[src/sv/usd_pkg.sv]
// Package for the epoch-seconds to calendar converter.
// Holds the controller/datapath command types, state enum and calendar constants.
// No dependencies.
`timescale 1ns / 1ps

package usd_pkg;

  localparam logic [11:0] EPOCH_YEAR   = 12'd1970;
  localparam logic [1:0]  EPOCH_MOD4   = 2'd2;
  localparam logic [6:0]  EPOCH_MOD100 = 7'd70;
  localparam logic [8:0]  EPOCH_MOD400 = 9'd370;

  localparam logic [16:0] SECS_PER_DAY  = 17'd86400;
  localparam logic [11:0] SECS_PER_HOUR = 12'd3600;
  localparam logic [5:0]  SECS_PER_MIN  = 6'd60;

  // Each quotient is the shifted dividend times a rounded-up reciprocal of the odd
  // part of the divisor: 86400 = 675 * 2^7, 3600 = 225 * 2^4 and 60 = 15 * 2^2.
  localparam logic [25:0] DAY_RECIP  = 26'd50903317;
  localparam logic [13:0] HOUR_RECIP = 14'd9321;
  localparam logic [10:0] MIN_RECIP  = 11'd1093;

  localparam logic [3:0] MONTH_DEC = 4'd12;

  typedef enum logic [1:0] {
    PH_DAY,
    PH_HOUR,
    PH_MIN
  } div_phase_t;

  typedef enum logic [3:0] {
    ST_IDLE,
    ST_DAY_QUOT,
    ST_DAY_REM,
    ST_HOUR_QUOT,
    ST_HOUR_REM,
    ST_MIN_QUOT,
    ST_MIN_REM,
    ST_YEAR,
    ST_MONTH,
    ST_DONE
  } usd_state_t;

  typedef struct packed {
    logic       load;
    logic       div_quot;
    logic       div_rem;
    div_phase_t phase;
    logic       year_step;
    logic       month_step;
    logic       publish;
  } usd_cmd_t;

  typedef struct packed {
    logic year_more;
    logic month_more;
  } usd_status_t;

  function automatic logic [4:0] month_len(input logic [3:0] month, input logic leap);
    logic [4:0] len;
    case (month)
      4'd2:                      len = leap ? 5'd29 : 5'd28;
      4'd4, 4'd6, 4'd9, 4'd11:   len = 5'd30;
      default:                   len = 5'd31;
    endcase
    return len;
  endfunction

endpackage

[src/sv/usd_datapath.sv]
// Datapath of the converter: reciprocal-multiply dividers, year and month walkers,
// and the result register. Depends on usd_pkg.
`timescale 1ns / 1ps

module usd_datapath (
  input  logic               clk,
  input  usd_pkg::usd_cmd_t  cmd,
  output usd_pkg::usd_status_t status,
  input  logic [31:0]        in_epoch_seconds,
  output logic [11:0]        out_year,
  output logic [3:0]         out_month,
  output logic [4:0]         out_day_of_month,
  output logic [4:0]         out_hour,
  output logic [5:0]         out_minute,
  output logic [5:0]         out_sec
);

  logic [31:0] rem_r, rem_nxt;
  logic [15:0] days_r, days_nxt;
  logic [4:0]  hour_r, hour_nxt;
  logic [5:0]  minute_r, minute_nxt;
  logic [11:0] year_r, year_nxt;
  logic [1:0]  mod4_r, mod4_nxt;
  logic [6:0]  mod100_r, mod100_nxt;
  logic [8:0]  mod400_r, mod400_nxt;
  logic [3:0]  month_r, month_nxt;

  logic [11:0] res_year_r;
  logic [3:0]  res_month_r;
  logic [4:0]  res_day_r;
  logic [4:0]  res_hour_r;
  logic [5:0]  res_minute_r;
  logic [5:0]  res_sec_r;

  logic [50:0] day_prod;
  logic [26:0] hour_prod;
  logic [20:0] min_prod;
  logic [31:0] day_back;
  logic [16:0] hour_back;
  logic [11:0] min_back;
  logic        leap;
  logic [8:0]  ylen;
  logic [4:0]  dim;

  assign day_prod  = 51'(rem_r[31:7]) * 51'(usd_pkg::DAY_RECIP);
  assign hour_prod = 27'(rem_r[16:4]) * 27'(usd_pkg::HOUR_RECIP);
  assign min_prod  = 21'(rem_r[11:2]) * 21'(usd_pkg::MIN_RECIP);
  assign day_back  = 32'(days_r) * 32'(usd_pkg::SECS_PER_DAY);
  assign hour_back = 17'(hour_r) * 17'(usd_pkg::SECS_PER_HOUR);
  assign min_back  = 12'(minute_r) * 12'(usd_pkg::SECS_PER_MIN);

  assign leap    = (mod400_r == 9'd0) || ((mod4_r == 2'd0) && (mod100_r != 7'd0));
  assign ylen    = leap ? 9'd366 : 9'd365;
  assign dim     = usd_pkg::month_len(month_r, leap);

  assign status.year_more  = days_r >= 16'(ylen);
  assign status.month_more = (days_r >= 16'(dim)) && (month_r != usd_pkg::MONTH_DEC);

  always_comb begin
    rem_nxt    = rem_r;
    days_nxt   = days_r;
    hour_nxt   = hour_r;
    minute_nxt = minute_r;
    year_nxt   = year_r;
    mod4_nxt   = mod4_r;
    mod100_nxt = mod100_r;
    mod400_nxt = mod400_r;
    month_nxt  = month_r;
    if (cmd.load) begin
      rem_nxt    = in_epoch_seconds;
      year_nxt   = usd_pkg::EPOCH_YEAR;
      mod4_nxt   = usd_pkg::EPOCH_MOD4;
      mod100_nxt = usd_pkg::EPOCH_MOD100;
      mod400_nxt = usd_pkg::EPOCH_MOD400;
      month_nxt  = 4'd1;
    end
    if (cmd.div_quot) begin
      case (cmd.phase)
        usd_pkg::PH_DAY: begin
          days_nxt = day_prod[50:35];
        end
        usd_pkg::PH_HOUR: begin
          hour_nxt = hour_prod[25:21];
        end
        default: begin
          minute_nxt = min_prod[19:14];
        end
      endcase
    end
    if (cmd.div_rem) begin
      case (cmd.phase)
        usd_pkg::PH_DAY: begin
          rem_nxt = rem_r - day_back;
        end
        usd_pkg::PH_HOUR: begin
          rem_nxt = rem_r - 32'(hour_back);
        end
        default: begin
          rem_nxt = rem_r - 32'(min_back);
        end
      endcase
    end
    if (cmd.year_step) begin
      days_nxt   = days_r - 16'(ylen);
      year_nxt   = year_r + 12'd1;
      mod4_nxt   = mod4_r + 2'd1;
      mod100_nxt = (mod100_r == 7'd99) ? 7'd0 : mod100_r + 7'd1;
      mod400_nxt = (mod400_r == 9'd399) ? 9'd0 : mod400_r + 9'd1;
    end
    if (cmd.month_step) begin
      days_nxt  = days_r - 16'(dim);
      month_nxt = month_r + 4'd1;
    end
  end

  always_ff @(posedge clk) begin
    rem_r    <= rem_nxt;
    days_r   <= days_nxt;
    hour_r   <= hour_nxt;
    minute_r <= minute_nxt;
    year_r   <= year_nxt;
    mod4_r   <= mod4_nxt;
    mod100_r <= mod100_nxt;
    mod400_r <= mod400_nxt;
    month_r  <= month_nxt;
    if (cmd.publish) begin
      res_year_r   <= year_r;
      res_month_r  <= month_r;
      res_day_r    <= days_r[4:0] + 5'd1;
      res_hour_r   <= hour_r;
      res_minute_r <= minute_r;
      res_sec_r    <= rem_r[5:0];
    end
  end

  assign out_year         = res_year_r;
  assign out_month        = res_month_r;
  assign out_day_of_month = res_day_r;
  assign out_hour         = res_hour_r;
  assign out_minute       = res_minute_r;
  assign out_sec          = res_sec_r;

endmodule

[src/sv/usd_ctrl.sv]
// Controller state machine of the converter: sequences the divider phases,
// the year and month walks and the result handshake. Depends on usd_pkg.
`timescale 1ns / 1ps

module usd_ctrl (
  input  logic                clk,
  input  logic                rst_n,
  input  logic                in_valid,
  output logic                in_ready,
  output logic                out_valid,
  input  logic                out_ready,
  input  usd_pkg::usd_status_t status,
  output usd_pkg::usd_cmd_t   cmd
);

  usd_pkg::usd_state_t state_r, state_nxt;
  logic out_valid_r, out_valid_nxt;

  always_ff @(posedge clk) begin
    if (!rst_n) begin
      state_r     <= usd_pkg::ST_IDLE;
      out_valid_r <= 1'b0;
    end else begin
      state_r     <= state_nxt;
      out_valid_r <= out_valid_nxt;
    end
  end

  always_comb begin
    state_nxt     = state_r;
    out_valid_nxt = out_valid_r && !out_ready;
    cmd           = '0;
    cmd.phase     = usd_pkg::PH_DAY;
    in_ready      = 1'b0;
    case (state_r)
      usd_pkg::ST_IDLE: begin
        in_ready = 1'b1;
        if (in_valid) begin
          cmd.load  = 1'b1;
          state_nxt = usd_pkg::ST_DAY_QUOT;
        end
      end
      usd_pkg::ST_DAY_QUOT: begin
        cmd.div_quot = 1'b1;
        cmd.phase    = usd_pkg::PH_DAY;
        state_nxt    = usd_pkg::ST_DAY_REM;
      end
      usd_pkg::ST_DAY_REM: begin
        cmd.div_rem = 1'b1;
        cmd.phase   = usd_pkg::PH_DAY;
        state_nxt   = usd_pkg::ST_HOUR_QUOT;
      end
      usd_pkg::ST_HOUR_QUOT: begin
        cmd.div_quot = 1'b1;
        cmd.phase    = usd_pkg::PH_HOUR;
        state_nxt    = usd_pkg::ST_HOUR_REM;
      end
      usd_pkg::ST_HOUR_REM: begin
        cmd.div_rem = 1'b1;
        cmd.phase   = usd_pkg::PH_HOUR;
        state_nxt   = usd_pkg::ST_MIN_QUOT;
      end
      usd_pkg::ST_MIN_QUOT: begin
        cmd.div_quot = 1'b1;
        cmd.phase    = usd_pkg::PH_MIN;
        state_nxt    = usd_pkg::ST_MIN_REM;
      end
      usd_pkg::ST_MIN_REM: begin
        cmd.div_rem = 1'b1;
        cmd.phase   = usd_pkg::PH_MIN;
        state_nxt   = usd_pkg::ST_YEAR;
      end
      usd_pkg::ST_YEAR: begin
        if (status.year_more) begin
          cmd.year_step = 1'b1;
        end else begin
          state_nxt = usd_pkg::ST_MONTH;
        end
      end
      usd_pkg::ST_MONTH: begin
        if (status.month_more) begin
          cmd.month_step = 1'b1;
        end else begin
          state_nxt = usd_pkg::ST_DONE;
        end
      end
      usd_pkg::ST_DONE: begin
        if (!out_valid_r || out_ready) begin
          cmd.publish   = 1'b1;
          out_valid_nxt = 1'b1;
          state_nxt     = usd_pkg::ST_IDLE;
        end
      end
      default: begin
        state_nxt = usd_pkg::ST_IDLE;
      end
    endcase
  end

  assign out_valid = out_valid_r;

endmodule

[src/sv/unix_seconds_to_date_core.sv]
// Top level of the epoch-seconds to calendar converter.
// Instantiates usd_ctrl and usd_datapath; depends on usd_pkg.
//
// Converts an unsigned 32-bit count of seconds since 1970-01-01 00:00:00 into
// year, month, day of month, hour, minute and second, with full Gregorian leap
// year rules. One request is worked on at a time. For the day count, the hour and
// the minute in turn, a multiplication by a scaled reciprocal gives the quotient and
// then a multiply-and-subtract leaves the remainder. Whole years are then removed
// one per cycle, followed by whole months one per cycle. A finished request waits
// until the previous result has been taken, and the next request is accepted in
// the cycle after the result is loaded. The result sits in an output register, so
// a new request is accepted while the previous result still waits to be taken.
`timescale 1ns / 1ps

module unix_seconds_to_date_core (
  input  logic        clk,
  input  logic        rst_n,
  input  logic        in_valid,
  output logic        in_ready,
  input  logic [31:0] in_epoch_seconds,
  output logic        out_valid,
  input  logic        out_ready,
  output logic [11:0] out_year,
  output logic [3:0]  out_month,
  output logic [4:0]  out_day_of_month,
  output logic [4:0]  out_hour,
  output logic [5:0]  out_minute,
  output logic [5:0]  out_sec
);

  usd_pkg::usd_cmd_t    cmd;
  usd_pkg::usd_status_t status;

  usd_ctrl u_ctrl (
    .clk       (clk),
    .rst_n     (rst_n),
    .in_valid  (in_valid),
    .in_ready  (in_ready),
    .out_valid (out_valid),
    .out_ready (out_ready),
    .status    (status),
    .cmd       (cmd)
  );

  usd_datapath u_datapath (
    .clk              (clk),
    .cmd              (cmd),
    .status           (status),
    .in_epoch_seconds (in_epoch_seconds),
    .out_year         (out_year),
    .out_month        (out_month),
    .out_day_of_month (out_day_of_month),
    .out_hour         (out_hour),
    .out_minute       (out_minute),
    .out_sec          (out_sec)
  );

endmodule

[config.mk]
export PLATFORM = sky130hd
export DESIGN_NAME = unix_seconds_to_date_core
export DESIGN_NICKNAME = d
export VERILOG_FILES = /design/src/sv/usd_pkg.sv /design/src/sv/usd_datapath.sv /design/src/sv/usd_ctrl.sv /design/src/sv/unix_seconds_to_date_core.sv
export SDC_FILE = /design/constraint.sdc
export NUM_CORES = 1
export LEC_CHECK = 0
export BUFFER_PORTS_ARGS = -buffer_cell sky130_fd_sc_hd__buf_2
export CORE_MARGIN = 2
export CORE_UTILIZATION = 65
export DETAILED_ROUTE_END_ITERATION = 16
export PLACE_DENSITY = 0.89
export SETUP_SLACK_MARGIN = 0.3
export SLEW_MARGIN = 10
export SYNTH_ARGS = -nofsm -noshare
export SYNTH_HDL_FRONTEND = slang
export SYNTH_SLANG_ARGS = --single-unit
[constraint.sdc]
create_clock -name clk -period 19.6 [get_ports clk]
set_clock_uncertainty 0.2 [all_clocks]
set_input_delay 1.96 -clock clk [delete_from_list [all_inputs] [get_ports clk]]
set_output_delay 1.96 -clock clk [all_outputs]
set_load 0.02 [all_outputs]
# Yosys cells after proc, flatten, opt, wreduce, memory -nomap -nowiden

Index checks and enable logic that the tools add are counted.

$add $sub $neg: 11
Multipliers: 6
Div/mod/pow operators: 0
Order comparisons: 2
Equal/unequal tests: 22
Shifts and indexed selects: 0
Mux-type cells: 41
Bitwise logic cells: 1
Reduce and logical (&&, ||, !) cells: 27

Operator list:

| cell                                                                   | count |
|---|---|
| 16-bit 2-to-1 mux                                                      | 4 |
| 32-bit 2-to-1 mux                                                      | 2 |
| 32-bit case mux with 2 select lines                                    | 1 |
| 25-bit by 26-bit multiplier with 51-bit output (second input constant) | 1 |
| 4-bit case mux with 10 select lines                                    | 1 |
| 32-bit by 12-bit subtractor with 32-bit output                         | 1 |
| 32-bit by 17-bit subtractor with 32-bit output                         | 1 |
| 32-bit subtractor                                                      | 1 |
| 9-bit 2-to-1 mux                                                       | 3 |
| 13-bit by 14-bit multiplier with 26-bit output (second input constant) | 1 |
| 16-bit by 10-bit multiplier with 25-bit output (second input constant) | 1 |
| 4-bit by 3-bit == test with 1-bit output (second input constant)       | 6 |
| 12-bit 2-to-1 mux                                                      | 2 |
| 4-bit 2-to-1 mux                                                       | 6 |
| 7-bit 2-to-1 mux                                                       | 3 |
| 10-bit by 11-bit multiplier with 20-bit output (second input constant) | 1 |
| 4-bit == test (second input constant)                                  | 4 |
| 16-bit by 5-bit greater-or-equal comparator with 1-bit output          | 1 |
| 16-bit by 9-bit greater-or-equal comparator with 1-bit output          | 1 |
| 16-bit by 5-bit subtractor with 16-bit output                          | 1 |
| 16-bit by 9-bit subtractor with 16-bit output                          | 1 |
| 1-bit 2-to-1 mux                                                       | 14 |
| 5-bit by 8-bit multiplier with 13-bit output (second input constant)   | 1 |
| 12-bit by 1-bit adder with 12-bit output (second input constant)       | 1 |
| 32 further kinds                                                       | 51 |

Bits in registers: 136
Bits in latches: 0
RAM bits: 0
ROM bits: 0
Input bits: 36
Output and inout bits: 40
Logic and storage cells: 127
Memories: 0

# Longest topological paths before layout

Gate-level depths: netlist of run 1.

Depth after elaboration: 11
Mapped depth: 27
Depth with buffers taken out: 27

# Cells and area by module

From an unflattened synthesis of run 1, not the netlist that was laid out.

Cells, all modules: 2638
Area total of the unflattened synthesis: 25574.5 µm²

Modules (own cells, without submodules):

| module       | instances | cells an instance | area each (µm²) | seq. area each (µm²) |
|---|---|---|---|---|
| usd_datapath | 1         | 2589              | 25165.4         | 3933.8 |
| usd_ctrl     | 1         | 49                | 409.1           | 100.1 |

# Least setup slack after synthesis of run 1

No wires, ideal clock.

Path kind: register to register
Start: reg u_datapath.rem_r[12]
End: reg u_datapath.days_r[13], data pin
Library setup time: 256 ps
Arrival time: 6172 ps
Data required time: 19144 ps
Path slack: 12972 ps
Stages on the path, launching flop included: 21
Buffers on the path: 0
Clock period less this slack: 6628 ps
Cell sequence: edfxtp_1 -> inv_1 -> ha_1 -> fa_1 -> ha_1 -> fa_1 -> inv_1 -> fa_1 -> fa_1 -> inv_1 -> fa_1 -> ha_1 -> a21oi_1 -> o21ai_1 -> a2111o_1 -> a211o_1 -> nand3_1 -> and3_1 -> nor3_1 -> or3_1 -> a31o_2

Cells in the longest elaborated chain, start to end: 5

Ends and longest elaborated chain:

| item                                           | RTL line            | source |
|---|---|---|
| start: declaration                             | usd_datapath.sv:18  | `logic [31:0] rem_r, rem_nxt;` |
| start signal: assignment                       | usd_datapath.sv:117 | `rem_r <= rem_nxt;` |
| 25-bit by 26-bit multiplier with 51-bit output | usd_datapath.sv:45  | `assign day_prod = 51'(rem_r[31:7]) * 51'(usd_pkg::DAY_RECIP);` |
| 16-bit 2-to-1 mux                              | usd_datapath.sv:78  | `case (cmd.phase)` |
| 16-bit 2-to-1 mux                              | usd_datapath.sv:77  | `if (cmd.div_quot) begin` |
| 16-bit 2-to-1 mux                              | usd_datapath.sv:103 | `if (cmd.year_step) begin` |
| 16-bit 2-to-1 mux                              | usd_datapath.sv:110 | `if (cmd.month_step) begin` |
| named net u_datapath.days_nxt[13]              | usd_datapath.sv:19  | `logic [15:0] days_r, days_nxt;` |
| end signal: assignment                         | usd_datapath.sv:118 | `days_r <= days_nxt;` |
| end: declaration                               | usd_datapath.sv:19  |  |

The timed path passes the listed nets, and every way through them passes these cells. The select of a mux whose other input is x is not followed.
A chain may end at the register's enable or synchronous reset.

# Worst setup path in the final report of run 1

Start: reg u_datapath.rem_r[12]
End: reg u_datapath.days_r[3], data pin

The elaborated chain is that of the path after synthesis.

==> results.tsv, run 1 <==
stage	metric	value	unit
clocking	# hold bufs at CTS	0	
sta	measured slew at the worst slew-check pin	1.092	ns
sta	fin crit share	0.3924	
drt	Total Wirelength	70060	microns
sta	final setup TNS	0	ns
place	PortBufs	75	
final_layout	most frequent cells in the layout	593 x ha_1, 538 x inv_1, 264 x fa_1	
floorplan	number of top-level pins	76	
sta	RSZ-0062 raised after global routing	false	
global_route	GRT overflow	0	
worst_setup_path	worst-path maximum fanout	18	
synth	syn_area_per_cell	9.602	sq um
worst_setup_path	required time worst endpoint	19.58	ns
floorplan	Core ar.	38920	sq um
sta	final setup fails	0	
drt	vias	20530	
synth	Post-synth ARST share	0	
drt	Final ANT Viol Nets	0	
synth	Main synth FF type	edfxtp_1	
final_layout	P&R area growth vs syn	6.244	%
clocking	CTS Buffer Depth	2	
worst_setup_path	Worst Setup Start Kind	flop	
drt	Avg WL per Cell	21.28	microns
synth	synth top area cells	ha_1 29%, fa_1 20%, edfxtp_1 15%	
floorplan	Core Rows	72	
clocking	clk sinks	136	
final_layout	Filler Cell Count	2759	
sta	endpoints failing hold	0	
synth	Synth area leader	ha_1	
sta	relative slew slack	0.2696	
clocking	clk_lat worst skew	0.45	ns
global_route	largest net degree at the start of global routing	39	
sta	Fmax achieved	0.1300	GHz
floorplan	die width	203.3	microns
clocking	post-CTS sizing	0	
worst_setup_path	critical path type	reg -> reg	
final_layout	most common cell after layout, fill and taps aside	ha_1	
synth	Gate Count Post-Synth	2688	
drt	Residual DRC	0	
global_route	Total GRT Usage	0.3455	
final_layout	nets@finish	3654	
synth	syn_nets	3581	
synth	Post-Syn Area	25810	sq um
synth	post-synthesis sequential area ratio	0.1563	
global_route	first-pass GRT wire length	111200	microns
synth	Ys Warns	0	
synth	Synth top area share	0.2875	
floorplan	area of the die	41320	sq um
drt	First-pass DRT Iterations	6	
clocking	htree depth	4	
synth	Netlist cell types	89	
worst_setup_path	Crit. End Element	flop	
sta	min Tclk post-route	7.691	ns
hold_path	WHS Path Cells	0	
place	dpl hpwl	57250	microns
synth	Seq cells post-synth	136	
drt	via/cell ratio	6.234	
floorplan	Starting Density	0.6632	
drt	Iter 0 DRT Violations	2017	
worst_setup_path	worst path arrival time	7.67	ns
synth	number of synthesized flops with an enable pin	131	
worst_setup_path	Worst Reg-to-Reg Cells	20	
clocking	CTS tree	built	
sta	final-report max-slew violation count	0	
hold_path	HP Class	reg -> reg	
status	status	finished, final reports clean	
clocking	clock transition time at the flip-flop clock pins of the worst setup and hold paths	0.08	ns
final_layout	layout cells sized above 1	0.05696	
place	GPL Wtd Cong	1.031	
global_route	initial antenna violation count	0	
clocking	post-CTS setup buffer count	0	
global_route	vias in the first global route	21120	
run	max cap viols	0	
clocking	CTS buffer count	17	
clocking	clk root buf	clkbuf_16	
floorplan	die height	203.3	microns
==> sequential cells by signal, summed over array words and instances (netlist names) <==
name,count
u_datapath.mod400_r,9
u_ctrl.out_valid,1
u_datapath.out_sec,6
u_datapath.out_year,12
u_datapath.hour_r,5
u_datapath.out_hour,5
u_datapath.out_month,4
u_datapath.out_day_of_month,5
u_datapath.rem_r,32
u_datapath.month_r,4
u_datapath.year_r,12
u_datapath.out_minute,6
u_datapath.mod4_r,2
u_datapath.mod100_r,7
u_datapath.days_r,16
u_ctrl.state_r,4
u_datapath.minute_r,6
==> cell usage after synthesis (9+ instances only) <==
cell,count
a21oi_1,118
nor2_1,125
a211oi_1,10
xor2_1,45
nand3_1,49
or3_1,12
fa_1,264
a221oi_1,10
o21ai_0,112
clkbuf_1,30
a21o_1,53
o221ai_1,9
o211ai_1,13
nand2b_1,10
nand2_1,129
and2_1,10
a31oi_1,22
nor4_1,10
o22ai_1,16
o21a_1,19
o21bai_1,16
and3_1,23
edfxtp_1,131
nor3_1,30
xnor2_1,102
nor2b_1,24
ha_1,593
inv_1,538
nand4_1,19
o31ai_1,9
==> per-layer routing <==
metal,GRT usage,vias up,share of wire,routed length [microns]
met5,0,-,0,0
met4,0.1504,0,0.044,3067
met3,0.05673,245,0.094,6598
met2,0.5751,1073,0.47,32870
met1,0.4462,9892,0.39,27530
li1,-,9318,-,-
==> critical path: stages, from the launching register on <==
cell      delay, ns
edfxtp_1       0.97
inv_1          0.26
ha_1           0.46
fa_1           0.49
ha_1           0.30
fa_1           0.51
inv_1          0.05
fa_1           0.46
fa_1           0.55
inv_1          0.06
fa_1           0.48
ha_1           0.37
nand3_1        0.15
nor3b_1        0.06
a211oi_1       0.30
nand3_1        0.14
a211oi_1       0.29
nor3_1         0.10
o41ai_1        0.76
xor2_1         0.30
o221ai_1       0.16
==> through the flow <==
step,instance area [sq um],utilization,cells,hold slack (ns),setup slack [ns]
floorplan,25810,-,2688,0.2003,12.97
global route,27420,0.7046,3292,0.2578,11.66
finish,27420,0.7046,3293,0.2404,11.91
CTS,27420,0.7045,3292,0.2419,11.89
global placement,26840,0.6896,3260,0.2179,12.07
detailed placement,26840,0.6896,3260,0.2263,11.94
==> cell families (layout without fill, tap and decap cells) <==
family	after synthesis	count (layout)	synth area share
buffers and inverters	577	663	0.08420
other	0	1	0
XOR/XNOR	147	147	0.04988
AO/OA/AOI/OAI	491	491	0.1256
adder cells (fa/ha/maj)	858	858	0.4926
flip-flops	136	136	0.1563
multiplexers	3	3	0.001697
AND/OR/NAND/NOR	476	476	0.08968
==> final cells by class <==
cell class                 count  area (sq um)  area share
timing repair buffer          93         510.5     0.01862
inverter                     538          2019     0.07364
antenna                        1         2.502  0.00009125
sequential                   136          4034      0.1471
tap                          518         648.1     0.02363
clock buffer                  17         425.4     0.01551
multi-input combinational   1975         19630      0.7157
clock inverter                15         155.1    0.005658
==> final timing paths <==
kind / slack [ns] / to / startpoint
max reg2reg: 11.91 / u_datapath.days_r[3] / u_datapath.rem_r[12]
max: 11.91 / u_datapath.days_r[3] / u_datapath.rem_r[12]
min reg2reg: 0.24 / u_datapath.out_sec[1] / u_datapath.rem_r[1]
min: 0.24 / u_datapath.out_sec[1] / u_datapath.rem_r[1]
Power of run 1 is left out: the tool's default activity adds up to more than one toggle a clock period on the data nets, which glitch-free logic cannot reach.
==> run 2: changes to the inputs <==
==> constraint.sdc (replaced) <==
create_clock -name clk -period 7.59 [get_ports clk]
set_clock_uncertainty 0.2 [all_clocks]
set_input_delay 0.759 -clock clk [delete_from_list [all_inputs] [get_ports clk]]
set_output_delay 0.759 -clock clk [all_outputs]
set_load 0.02 [all_outputs]
==> results.tsv, run 2 (synthesis gave the netlist of run 1 again) <==
stage	metric	value	unit	change
status	status	finished, final reports clean		unchanged
sta	measured slew at the worst slew-check pin	1.251	ns	was 1.092 ns
worst_setup_path	setup slack, reg-to-reg	0.47	ns	was 11.91 ns
worst_setup_path	worst-path cell chain	fa_1 -> inv_1 -> fa_1 -> inv_1 -> ha_1 -> inv_1 -> fa_1 -> fa_1 -> inv_1 -> fa_1 -> fa_1 -> ha_1 -> a21o_1 -> a21o_1 -> a211oi_1 -> nand3_1 -> a211oi_1 -> nor3_1 -> o41ai_1 -> buf_4 -> xor2_2 -> o221ai_1		was inv_1 -> ha_1 -> fa_1 -> ha_1 -> fa_1 -> inv_1 -> fa_1 -> fa_1 -> inv_1 -> fa_1 -> ha_1 -> nand3_1 -> nor3b_1 -> a211oi_1 -> nand3_1 -> a211oi_1 -> nor3_1 -> o41ai_1 -> xor2_1 -> o221ai_1
floorplan	Core ar.	38920	sq um	unchanged
drt	Iter 0 DRT Violations	2111		was 2017
worst_setup_path	Critical Path Most Common Cell	fa_1		unchanged
sta	endpoints failing hold	0		unchanged
place	GPL Wtd Cong	1.054		was 1.031
hold_path	WHS Path Cells	0		unchanged
worst_setup_path	Worst Setup Start Kind	flop		unchanged
final_layout	most common cell after layout, fill and taps aside	ha_1		unchanged
drt	Avg WL per Cell	21.81	microns	was 21.28 microns
final_layout	Register Area	4034	sq um	unchanged
run	max cap viols	0		unchanged
final_layout	Largest regs	u_datapath.rem_r x32, u_datapath.days_r x16		unchanged
worst_setup_path	Crit. End Element	flop		unchanged
floorplan	die width	203.3	microns	unchanged
clocking	htree depth	4		unchanged
floorplan	Starting Density	0.6632		unchanged
worst_setup_path	required time worst endpoint	7.56	ns	was 19.58 ns
worst_setup_path	critical path type	reg -> reg		unchanged
sta	final setup TNS	0	ns	unchanged
drt	vias	21090		was 20530
worst_setup_path	Buf/Inv on CP	5		was 3
drt	Final ANT Viol Nets	0		unchanged
place	dpl hpwl	58830	microns	was 57250 microns
floorplan	number of top-level pins	76		unchanged
drt	First-pass DRT Iterations	6		unchanged
clocking	CTS Buffer Depth	2		unchanged
global_route	initial antenna violation count	0		unchanged
sta	min Tclk post-route	7.117	ns	was 7.691 ns
clocking	CTS tree	built		unchanged
hold_path	HP Class	reg -> reg		unchanged
worst_setup_path	worst-path maximum fanout	8		was 18
clocking	CTS buffer count	17		unchanged
sta	RSZ-0062 raised after global routing	false		unchanged
sta	relative slew slack	0.1640		was 0.2696
global_route	Total GRT Usage	0.3577		was 0.3455
final_layout	Filler Cell Count	2721		was 2759
worst_setup_path	Worst Reg-to-Reg Cells	22		was 20
worst_setup_path	Critical Path Max Stage Delay	0.59	ns	was 0.97 ns
sta	final-report max-slew violation count	0		unchanged
final_layout	number of flip-flops in the largest register	32		unchanged
final_layout	Reg with most FFs	u_datapath.rem_r		unchanged
clocking	clk root buf	clkbuf_16		unchanged
sta	Fmax achieved	0.1405	GHz	was 0.1300 GHz
sta	final setup fails	0		unchanged
worst_setup_path	worst path arrival time	7.08	ns	was 7.67 ns
worst_setup_path	Critical Path Stages	22		was 20
clocking	clk_lat worst skew	0.46	ns	was 0.45 ns
floorplan	die height	203.3	microns	unchanged
drt	via/cell ratio	6.312		was 6.234
clocking	clock transition time at the flip-flop clock pins of the worst setup and hold paths	0.08	ns	about the same
drt	Total Wirelength	72870	microns	was 70060 microns
final_layout	Antenna Diode Count	0		was 1
place	PortBufs	75		unchanged
floorplan	area of the die	41320	sq um	unchanged
worst_setup_path	r2r endpoint	u_datapath.days_r[3]		unchanged
final_layout	nets@finish	3703		was 3654
final_layout	most frequent cells in the layout	593 x ha_1, 538 x inv_1, 264 x fa_1		unchanged
sta	fin crit share	0.9377		was 0.3924
worst_setup_path	Reg2Reg Launch Point	u_datapath.rem_r[11]		was u_datapath.rem_r[12]
global_route	largest net degree at the start of global routing	39		unchanged
clocking	clk sinks	136		unchanged
final_layout	P&R area growth vs syn	7.926	%	was 6.244%
floorplan	Core Rows	72		unchanged
hold_path	Worst Hold Endpoint	u_datapath.out_sec[0]		was u_datapath.out_sec[1]
drt	Residual DRC	0		unchanged
worst_setup_path	CP top delay family	adder cells		unchanged
global_route	GRT overflow	0		unchanged
hold_path	HP Start	u_datapath.rem_r[0]		was u_datapath.rem_r[1]
worst_setup_path	Worst path slowest cell	fa_1		was edfxtp_1
final_layout	area of the multi-input gates	19650	sq um	was 19630 sq um
global_route	vias in the first global route	21720		was 21120
final_layout	layout cells sized above 1	0.07510		was 0.05696
global_route	first-pass GRT wire length	114900	microns	was 111200 microns
==> run 2: area by class of cell <==
class / instances / share of cell area
tap: 518 / 0.02327
timing repair buffer: 142 / 0.03153
clock inverter: 15 / 0.007097
inverter: 538 / 0.07249
clock buffer: 17 / 0.01527
sequential: 136 / 0.1448
multi-input combinational: 1975 / 0.7055
==> run 2: timing repair <==
item	CTS	global route
gates resized for setup	0	6
hold buffers	0	0
buffers inserted	0	32
setup endpoints to repair	0	12
==> run 2: worst register-to-register path, delay by kind of cell, from the launching register on <==
kind	cells	cell delay [ns]
AND/OR/NAND/NOR	2	0.22
XOR/XNOR	1	0.26
AO/OA/AOI/OAI	6	1.44
flip-flops	1	0.56
buffers and inverters	5	0.46
adder cells (fa/ha/maj)	8	3.71
==> run 2: routing by layer <==
layer | track usage | vias to the layer above | routed length (microns)
li1 | - | 9413 | -
met2 | 0.5842 | 1275 | 33700
met3 | 0.06232 | 303 | 7254
met5 | 0 | - | 0
met4 | 0.1700 | 0 | 3956
met1 | 0.4637 | 10100 | 27970
==> run 2: through the flow <==
step / area [sq um] / setup slack [ns] / hold slack, ns / instances / utilization
6_report: 27860 / 0.4729 / 0.2265 / 3341 / 0.7158
2_1_floorplan: 25810 / 0.9623 / 0.2003 / 2688 / -
3_3_place_gp: 26960 / 0.5550 / 0.2119 / 3277 / 0.6929
4_1_cts: 27590 / 0.4346 / 0.2246 / 3309 / 0.7089
5_1_grt: 27860 / 0.2960 / 0.2398 / 3341 / 0.7158
3_5_place_dp: 26960 / 0.4929 / 0.2115 / 3277 / 0.6929
==> run 2: worst max-delay path by stage <==
stage	slack (ns)	start	to
finish	0.47	u_datapath.rem_r[11]	u_datapath.days_r[3]
global route	0.30	u_datapath.rem_r[12]	u_datapath.days_r[3]
detailed placement	0.49	u_datapath.rem_r[30]	u_datapath.days_r[13]
global placement	0.56	u_datapath.rem_r[11]	u_datapath.days_r[3]
floorplan	0.96	u_datapath.rem_r[12]	u_datapath.days_r[13]
CTS	0.43	u_datapath.rem_r[11]	u_datapath.days_r[3]
Power of run 2 is left out for the same reason.
==> run 3: changes to the inputs <==
--- a/config.mk
+++ b/config.mk
@@ -5,6 +5,7 @@
 export SDC_FILE = /design/constraint.sdc
 export NUM_CORES = 1
 export LEC_CHECK = 0
+export ABC_AREA = 1
 export BUFFER_PORTS_ARGS = -buffer_cell sky130_fd_sc_hd__buf_2
 export CORE_MARGIN = 2
 export CORE_UTILIZATION = 65
==> results.tsv, run 3 <==
stage	metric	value	unit	change
final_layout	number of flip-flops in the largest register	32		unchanged
global_route	Total GRT Usage	0.3808		was 0.3577
synth	Seq cells post-synth	136		unchanged
drt	vias	25740		was 21090
synth	Netlist cell types	57		was 89
worst_setup_path	setup slack, reg-to-reg	0.85	ns	was 0.47 ns
worst_setup_path	Reg2Reg Launch Point	u_datapath.rem_r[21]		was u_datapath.rem_r[11]
drt	Iter 0 DRT Violations	2643		was 2111
global_route	GRT overflow	0		unchanged
global_route	largest net degree at the start of global routing	40		was 39
worst_setup_path	r2r endpoint	u_datapath.days_r[5]		was u_datapath.days_r[3]
clocking	htree depth	4		unchanged
floorplan	area of the die	46230	sq um	was 41320 sq um
global_route	grt peak-use layer	met2		unchanged
worst_setup_path	worst-path maximum fanout	13		was 8
final_layout	Reg with most FFs	u_datapath.rem_r		unchanged
synth	Main synth FF type	edfxtp_1		unchanged
clocking	clock transition time at the flip-flop clock pins of the worst setup and hold paths	0.08	ns	about the same
sta	Fmax achieved	0.1484	GHz	was 0.1405 GHz
sta	final setup TNS	0	ns	unchanged
global_route	met2 Track Usage GR	0.6160		was 0.5842
synth	most common cell in the netlist	inv_1		was ha_1
clocking	post-CTS sizing	0		unchanged
final_layout	nets@finish	4713		was 3703
place	GPL Wtd Cong	1.066		was 1.054
floorplan	die width	215.0	microns	was 203.3 microns
final_layout	layout cells sized above 1	0.05192		was 0.07510
clocking	CTS Buffer Depth	2		unchanged
hold_path	Worst Hold Endpoint	u_datapath.out_sec[1]		was u_datapath.out_sec[0]
synth	post-synthesis sequential area ratio	0.1394		was 0.1563
synth	Gate Count Post-Synth	3721		was 2688
floorplan	Starting Density	0.6559		was 0.6632
sta	final-report max-slew violation count	0		unchanged
drt	Residual DRC	0		unchanged
drt	Avg WL per Cell	19.38	microns	was 21.81 microns
sta	measured slew at the worst slew-check pin	0.8977	ns	was 1.251 ns
synth	number of synthesized flops with an enable pin	131		unchanged
worst_setup_path	Crit. End Element	flop		unchanged
run	max cap viols	0		unchanged
final_layout	Filler Cell Count	3633		was 2721
synth	Post-Syn Area	28940	sq um	was 25810 sq um
clocking	post-CTS setup buffer count	0		unchanged
drt	Total Wirelength	85810	microns	was 72870 microns
worst_setup_path	Worst Reg-to-Reg Cells	20		was 22
synth	Synth area leader	ha_1		unchanged
hold_path	HP Start	u_datapath.rem_r[1]		was u_datapath.rem_r[0]
sta	min Tclk post-route	6.736	ns	was 7.117 ns
floorplan	Core Rows	77		was 72
drt	Final ANT Viol Nets	0		unchanged
global_route	initial antenna violation count	3		was 0
clocking	# hold bufs at CTS	0		unchanged
floorplan	number of top-level pins	76		unchanged
clocking	CTS tree	built		unchanged
final_layout	Largest regs	u_datapath.rem_r x32, u_datapath.days_r x16		unchanged
drt	via/cell ratio	5.815		was 6.312
status	status	finished, final reports clean		unchanged
global_route	vias in the first global route	25770		was 21720
drt	First-pass DRT Iterations	7		was 6
final_layout	P&R area growth vs syn	6.165	%	was 7.926%
synth	syn_area_per_cell	7.778	sq um	was 9.602 sq um
clocking	clk_lat worst skew	0.47	ns	was 0.46 ns
place	dpl hpwl	71720	microns	was 58830 microns
final_layout	most frequent cells in the layout	822 x inv_1, 742 x nand2_1, 593 x ha_1		was 593 x ha_1, 538 x inv_1, 264 x fa_1
final_layout	most common cell after layout, fill and taps aside	inv_1		was ha_1
worst_setup_path	Worst Setup Start Kind	flop		unchanged
synth	Synth top area share	0.2564		was 0.2875
worst_setup_path	required time worst endpoint	7.62	ns	was 7.56 ns
clocking	clk sinks	136		unchanged
place	PortBufs	75		unchanged
sta	final setup fails	0		unchanged
sta	relative slew slack	0.3993		was 0.1640
clocking	CTS buffer count	17		unchanged
clocking	clk root buf	clkbuf_16		unchanged
floorplan	Core ar.	44120	sq um	was 38920 sq um
hold_path	HP Class	reg -> reg		unchanged
worst_setup_path	critical path type	reg -> reg		unchanged
worst_setup_path	worst path arrival time	6.77	ns	was 7.08 ns
global_route	met1 usage	0.4953		was 0.4637
synth	commonest cells in the netlist	822 x inv_1, 742 x nand2_1, 593 x ha_1, 264 x fa_1, 252 x nor2_1		was 593 x ha_1, 538 x inv_1, 264 x fa_1, 131 x edfxtp_1, 129 x nand2_1
synth	synth top area cells	ha_1 26%, fa_1 18%, edfxtp_1 14%		was ha_1 29%, fa_1 20%, edfxtp_1 15%
synth	syn_nets	4614		was 3581
synth	Post-synth ARST share	0		unchanged
sta	fin crit share	0.8875		was 0.9377
sta	endpoints failing hold	0		unchanged
global_route	first-pass GRT wire length	137300	microns	was 114900 microns
global_route	GRT met3 Usage	0.08224		was 0.06232
synth	Ys Warns	0		unchanged
sta	RSZ-0062 raised after global routing	false		unchanged
floorplan	die height	215.0	microns	was 203.3 microns
hold_path	WHS Path Cells	0		unchanged
run 3: worst max-delay path: stages, from the launching register on:
cell and delay, ns:
edfxtp_1 0.93, inv_1 0.28, ha_1 0.42, fa_1 0.48, ha_1 0.32, fa_1 0.49
inv_1 0.06, fa_1 0.50, fa_1 0.52, fa_1 0.63, inv_1 0.07, ha_1 0.32
nand2_1 0.09, nor2_1 0.24, nand2_1 0.13, nor3_1 0.26, nand4_1 0.20, nand4_1 0.14
nand3_1 0.10, nand2_1 0.09, nand2_1 0.04
run 3: kinds of logic (layout without fill, tap and decap cells):
group,Yosys count,after routing,share of synthesized area
AND/OR/NAND/NOR,1361,1361,0.2002
flip-flops,136,136,0.1394
buffers and inverters,855,967,0.1134
other,0,2,0
AO/OA/AOI/OAI,421,421,0.08042
adder cells (fa/ha/maj),857,857,0.4390
XOR/XNOR,91,91,0.02754
run 3: final cells by class:
type                    instances  area (sq um)  area share
multi-input cells            2730         21630      0.7041
clock buffers                  17         425.4     0.01385
inverters                     836          3148      0.1025
diodes                          2         5.005   0.0001629
flip-flops and latches        136          4034      0.1313
repair buffers                 99         555.5     0.01808
clock inverters                15         181.4    0.005905
well taps                     592         740.7     0.02411
run 3: stage by stage:
| step | cells | cell area, sq um | setup WS, ns | utilization | hold slack, ns |
|---|---|---|---|---|---|
| after CTS | 4425 | 30720 | 0.9512 | 0.6962 | 0.2215 |
| after global placement | 4393 | 30110 | 1.067 | 0.6824 | 0.2014 |
| final | 4427 | 30720 | 0.8536 | 0.6963 | 0.2200 |
| after detailed placement | 4393 | 30110 | 0.9589 | 0.6824 | 0.2052 |
| after floorplan | 3721 | 28940 | 1.829 | - | 0.2003 |
| after global routing | 4426 | 30720 | 0.5873 | 0.6963 | 0.2278 |
run 3: metal layers:
layer | part of all wire | vias up
li1 | - | 12140
met1 | 0.41 | 12070
met2 | 0.45 | 1256
met3 | 0.095 | 284
met4 | 0.050 | 2
met5 | 0.00017 | -
run 3: worst max path at each step:
stage	endpoint	depth (start not counted)	start	slack, ns
2_1_floorplan	u_datapath.days_r[10]	23	u_datapath.rem_r[24]	1.83
4_1_cts	u_datapath.days_r[5]	20	u_datapath.rem_r[21]	0.95
3_5_place_dp	u_datapath.days_r[5]	20	u_datapath.rem_r[21]	0.96
3_3_place_gp	u_datapath.days_r[5]	20	u_datapath.rem_r[21]	1.07
6_report	u_datapath.days_r[5]	20	u_datapath.rem_r[21]	0.85
5_1_grt	u_datapath.days_r[12]	24	u_datapath.rem_r[18]	0.59
Power of run 3 is left out for the same reason.
